==> config.mk <==
export PLATFORM = sky130hd
export DESIGN_NAME = aabb_cmp
export DESIGN_NICKNAME = d
export VERILOG_FILES = /design/src/design/aabb_pkg.sv /design/src/design/aabb_cmp.sv
export SDC_FILE = /design/constraint.sdc
export NUM_CORES = 1
export LEC_CHECK = 0
export ABC_CLOCK_PERIOD_IN_PS = 6000
export BUFFER_PORTS_ARGS = -buffer_cell sky130_fd_sc_hd__buf_2
export CORE_AREA = 2 2 149 151
export DETAILED_ROUTE_END_ITERATION = 12
export DIE_AREA = 0 0 151 153
export REMOVE_ABC_BUFFERS = 1
export SYNTH_ARGS = -nofsm -noshare
export SYNTH_HDL_FRONTEND = slang
export SYNTH_SLANG_ARGS = --single-unit
==> constraint.sdc <==
create_clock -name vclk -period 6
set_clock_uncertainty 0.1 [all_clocks]
set_input_delay 1.2 -clock vclk [all_inputs]
set_output_delay 1.2 -clock vclk [all_outputs]
set_load 0.01 [all_outputs]
==> src/design/aabb_pkg.sv <==
package aabb_pkg;

    localparam int MAX_BOXES    = 64;
    localparam int COORD_BITS   = 32;
    localparam int IDX_BITS     = $clog2(MAX_BOXES);
    localparam int CNT_BITS     = $clog2(MAX_BOXES + 1);
    localparam int IN_BITS      = 32;
    localparam int OUT_IDX_BITS = 6;

    typedef logic signed [COORD_BITS-1:0] coord_t;
    typedef logic [IDX_BITS-1:0]          idx_t;
    typedef logic [CNT_BITS-1:0]          cnt_t;

    localparam cnt_t FULL_COUNT = cnt_t'(MAX_BOXES);

    typedef struct packed {
        coord_t min_x;
        coord_t max_x;
        coord_t min_y;
        coord_t max_y;
        coord_t min_z;
        coord_t max_z;
    } box_t;

    typedef enum logic [1:0] {
        ST_IDLE,
        ST_SCAN,
        ST_FLUSH,
        ST_DROP
    } state_t;

endpackage

==> src/design/aabb_cmp.sv <==
module aabb_cmp
    import aabb_pkg::*;
(
    input  box_t stored_box,
    input  box_t probe_box,
    output logic hit
);

    logic hit_x;
    logic hit_y;
    logic hit_z;

    assign hit_x = (stored_box.min_x <= probe_box.max_x) && (probe_box.min_x <= stored_box.max_x);
    assign hit_y = (stored_box.min_y <= probe_box.max_y) && (probe_box.min_y <= stored_box.max_y);
    assign hit_z = (stored_box.min_z <= probe_box.max_z) && (probe_box.min_z <= stored_box.max_z);
    assign hit   = hit_x && hit_y && hit_z;

endmodule

# Yosys cells after proc, flatten, opt, wreduce, memory -nomap -nowiden
# Cells that the tools add are included.
[op_classes] order_cmp=6 n_reduce_logical=5
[op_table] cell="$le 32x32->1" count=6
[op_table] cell="$logic_and 1x1->1" count=5
[totals] register_bits=0 inputBits=384 out_inout_bits=1 wordCells=11

# Logic depth before layout (Yosys ltp)
[depth] ltp_word=4 mapped_depth=10

# Worst setup path before layout
# Ideal clock, no wire load.
[synth_timing] kind="input port to output port" from="in probe_box[78] (netlist name)" to="out hit" t_arrival_ps=2974 required_ps=4700 setup_slack_ps=1726 path_stages=10 n_path_buf=0 cell_sequence="inv_1 ha_1 a21oi_1 nand2_1 a21o_1 o41ai_1 o2111ai_1 mux2i_1 nor4_2 o211a_1"
[synth_between] elab_chain_cells=4
[synth_lines] item="start: declaration" line_no="aabb_cmp.sv:5" text="input box_t probe_box,"
[synth_lines] item="$le 32x32->1" line_no="aabb_cmp.sv:14" text="assign hit_y = (stored_box.min_y <= probe_box.max_y) && (probe_box.min_y <= stored_box.max_y);"
[synth_lines] item="$logic_and 1x1->1" line_no="aabb_cmp.sv:14"
[synth_lines] item="$logic_and 1x1->1 (2 in a row)" line_no="aabb_cmp.sv:16" text="assign hit = hit_x && hit_y && hit_z;"
[synth_lines] item="end: declaration" line_no="aabb_cmp.sv:6" text="output logic hit"
# Every way passes these cells.

# Worst setup path after layout
# Same ends and word-level chain as after synthesis.

==> metrics.csv <==
stage,metric,value,unit
grt,grt_max_degree,5,
logic_synthesis,yosys.area_share.simple,15.0,%
run_status,run_status,finished clean,
floorplanning,row_count,54,
critical_path,cp_top_family,compound AO/OA/AOI/OAI gates,
grt,grt-ovfl-total,0,
critical_path,worstPathBufferInverterCount,3,
floorplanning,ios,385,
cts,postCtsResizedCells,0,
critical_path,crit_slowest_cell,o41ai_1,
sta,period_needed,4790,ps
power_and_ir_drop,p_per_area,59.8,mW/mm²
critical_path,cpMostUsedCell,buf_2,
logic_synthesis,synth_top_area_share,49.3,%
logic_synthesis,yosys-top-cells-area,"ha_1 49%, inv_1 15%, a21oi_1 6.0%, a21o_1 5.2%, nand4_1 5.0%",
critical_path,endpoint_kind,output port,
cts,cts_setup_buffers,0,
logic_synthesis,avgSynthCellArea,7.22,µm²
critical_path,crit_type,in -> out,
final_layout,nNetsFinal,1637,
detailed_routing,drc_errors,0,
floorplanning,die_w,151,µm
floorplanning,initial_core_util,22.7,%
sta,rsz0062_at_grt,false,
sta,tns,0,ps
power_and_ir_drop,p_sw_share,47.7,%
sta,finalMaxSlewViolations,0,
final_layout,layout.cells.most_common,buf_2,
power_and_ir_drop,power.total,0.428,mW
sta,max_slew.worst_pin.slew,510,ps
final_layout,final.fill_count,2365,
grt,antenna_found_initial,0,
logic_synthesis,synth_mux_area_share,0.411,%
final_layout,clockBufferCount,0,
grt,grt_usage,14.2,%
final_layout,n_antenna_cell,0,
critical_path,start_kind,primary input,
detailed_routing,drt_first_pass_iters,4,
floorplanning,die_area,0.0231,mm²
power_and_ir_drop,leakage,4.72,nW
detailed_routing,ant_nets,0,
final_layout,seqCellArea,0,µm²
detailed_routing,drt_iter0_markers,135,
logic_synthesis,synth_seq_area_share,0,%
critical_path,worstPathMaxFanout,3,
detailed_routing,drt_wl_total,17.9,mm
detailed_routing,wl_per_cell,13.4,µm
logic_synthesis,syn-instance-count,674,
critical_path,crit_required,4700,ps
sta,fmax,209,MHz
floorplanning,core-area,0.0215,mm²
final_layout,layout-drive-gt1-share,36.7,%
power_and_ir_drop,p_int,0.224,mW
cts,hold_buffers,0,
placed_design,gp_congestion,0.886,
logic_synthesis,synth_top_area_cell,ha_1,
power_and_ir_drop,ir_drop,24.6,µV
detailed_routing,avgViaCountPerCell,4.41,
power_and_ir_drop,p_seq_share,0,%
final_layout,design_area,0.00715,mm²
logic_synthesis,yosys_warnings,0,
worst_hold_path,hold_path_class,in -> out,
final_layout,design.seq.count,0,
power_and_ir_drop,combPwrFrac,100.0,%
grt,grt_pass1_vias,5831,
sta,final.period_utilization,79.8,%
sta,setup_violations,0,
logic_synthesis,synth_fa_ha_area_share,49.3,%
critical_path,cp.arrival,3490,ps
logic_synthesis,ys_types,39,
floorplanning,dieHeight,153,µm
placed_design,dpl_cell_area,0.00715,mm²
critical_path,path_cells,"buf_2, inv_1, ha_1, a21oi_1, nand2_1, a21o_1, o41ai_1, o2111ai_1, mux2i_1, nor4_2, o211a_1, buf_2",
critical_path,critPathMaxStageDelay,480,ps
power_and_ir_drop,clkPwrFrac,0,%
job,max-cap-violations,0,
grt,grt_pass1_wl,26.8,mm
final_layout,areaGrowthSynthToFinish,46.8,%
placed_design,portBuffers,385,
sta,relSlewSlack,65.1,%
placed_design,hpwl,17.2,mm
detailed_routing,via_count,5900,
power_and_ir_drop,switching_power,0.204,mW
logic_synthesis,synth_top_family_by_area,adder cells,
logic_synthesis,synth_compound_area_share,19.9,%
sta,hold_viol,0,
final_layout,final_cell_mix,"385 x buf_2, 197 x inv_1, 192 x ha_1",
logic_synthesis,synth_area,0.00487,mm²
logic_synthesis,synth_xor_area_share,0.180,%
==> per-layer routing <==
| layer | vias to the layer above | wire, µm | share of wire, % | track usage [%] |
|---|---|---|---|---|
| met5 | - | 0 | 0 | 0 |
| met4 | 0 | 307 | 1.7 | 2.23 |
| met3 | 22 | 1330 | 7.4 | 1.88 |
| met2 | 235 | 8720 | 49 | 26.6 |
| met1 | 2506 | 7580 | 42 | 17.3 |
| li1 | 3137 | - | - | - |
==> final cells by class <==
| type | count | area, µm² | share of cell area, % |
|---|---|---|---|
| inverters | 197 | 739 | 10.3 |
| multi-input cells | 477 | 4130 | 57.8 |
| well taps | 280 | 350 | 4.90 |
| repair buffers | 385 | 1930 | 27.0 |
==> tightest hold or removal path: stages <==
cell	delay, ps
buf_2	80
ha_1	160
xor2_1	90
o211a_1	190
buf_2	140
==> synthesized netlist by cell type (all sizes together), types with 3 or more instances <==
library cell / n
nand4: 39
a2111oi: 3
nor4: 5
ha: 192
o211ai: 6
a221oi: 4
nand3: 22
nand2: 23
o21ai: 19
inv: 197
and2: 3
a21oi: 58
a21o: 34
a21boi: 4
nor2b: 5
a211oi: 7
o21a: 3
nor3: 7
and4: 8
nor2: 12
==> power groups by stage <==
stage | registers [mW] | logic [mW] | clock network, mW
floorplan | 0 | 0.226 | 0
global placement | 0 | 0.422 | 0
detailed placement | 0 | 0.428 | 0
CTS | 0 | 0.432 | 0
global route | 0 | 0.493 | 0
finish | 0 | 0.428 | 0
==> kinds of logic after synthesis <==
logic type,Yosys count
and+or+nand+nor,131
adders and majority gates,192
buffers and inverters,197
xor gates and xnor gates,1
AOI/OAI and AO/OA,151
muxes,2
==> metrics by stage <==
stage               setup WS (ps)  std cells  utilization, %  hold slack [ps]
floorplan                    1730        674               -             2740
global placement             1230       1339            33.3             3000
detailed placement           1170       1339            33.3             2980
CTS                          1150       1339            33.3             2990
global route                 1020       1339            33.3             3040
finish                       1210       1339            33.3             2970
==> path summary, 6_finish.rpt <==
kind	start	to	slack, ps	cells after the start
setup / recovery	probe_box[78]	hit	1210	12
hold / removal	probe_box[191]	hit	2970	5
(Power assumes the default switching activity.)
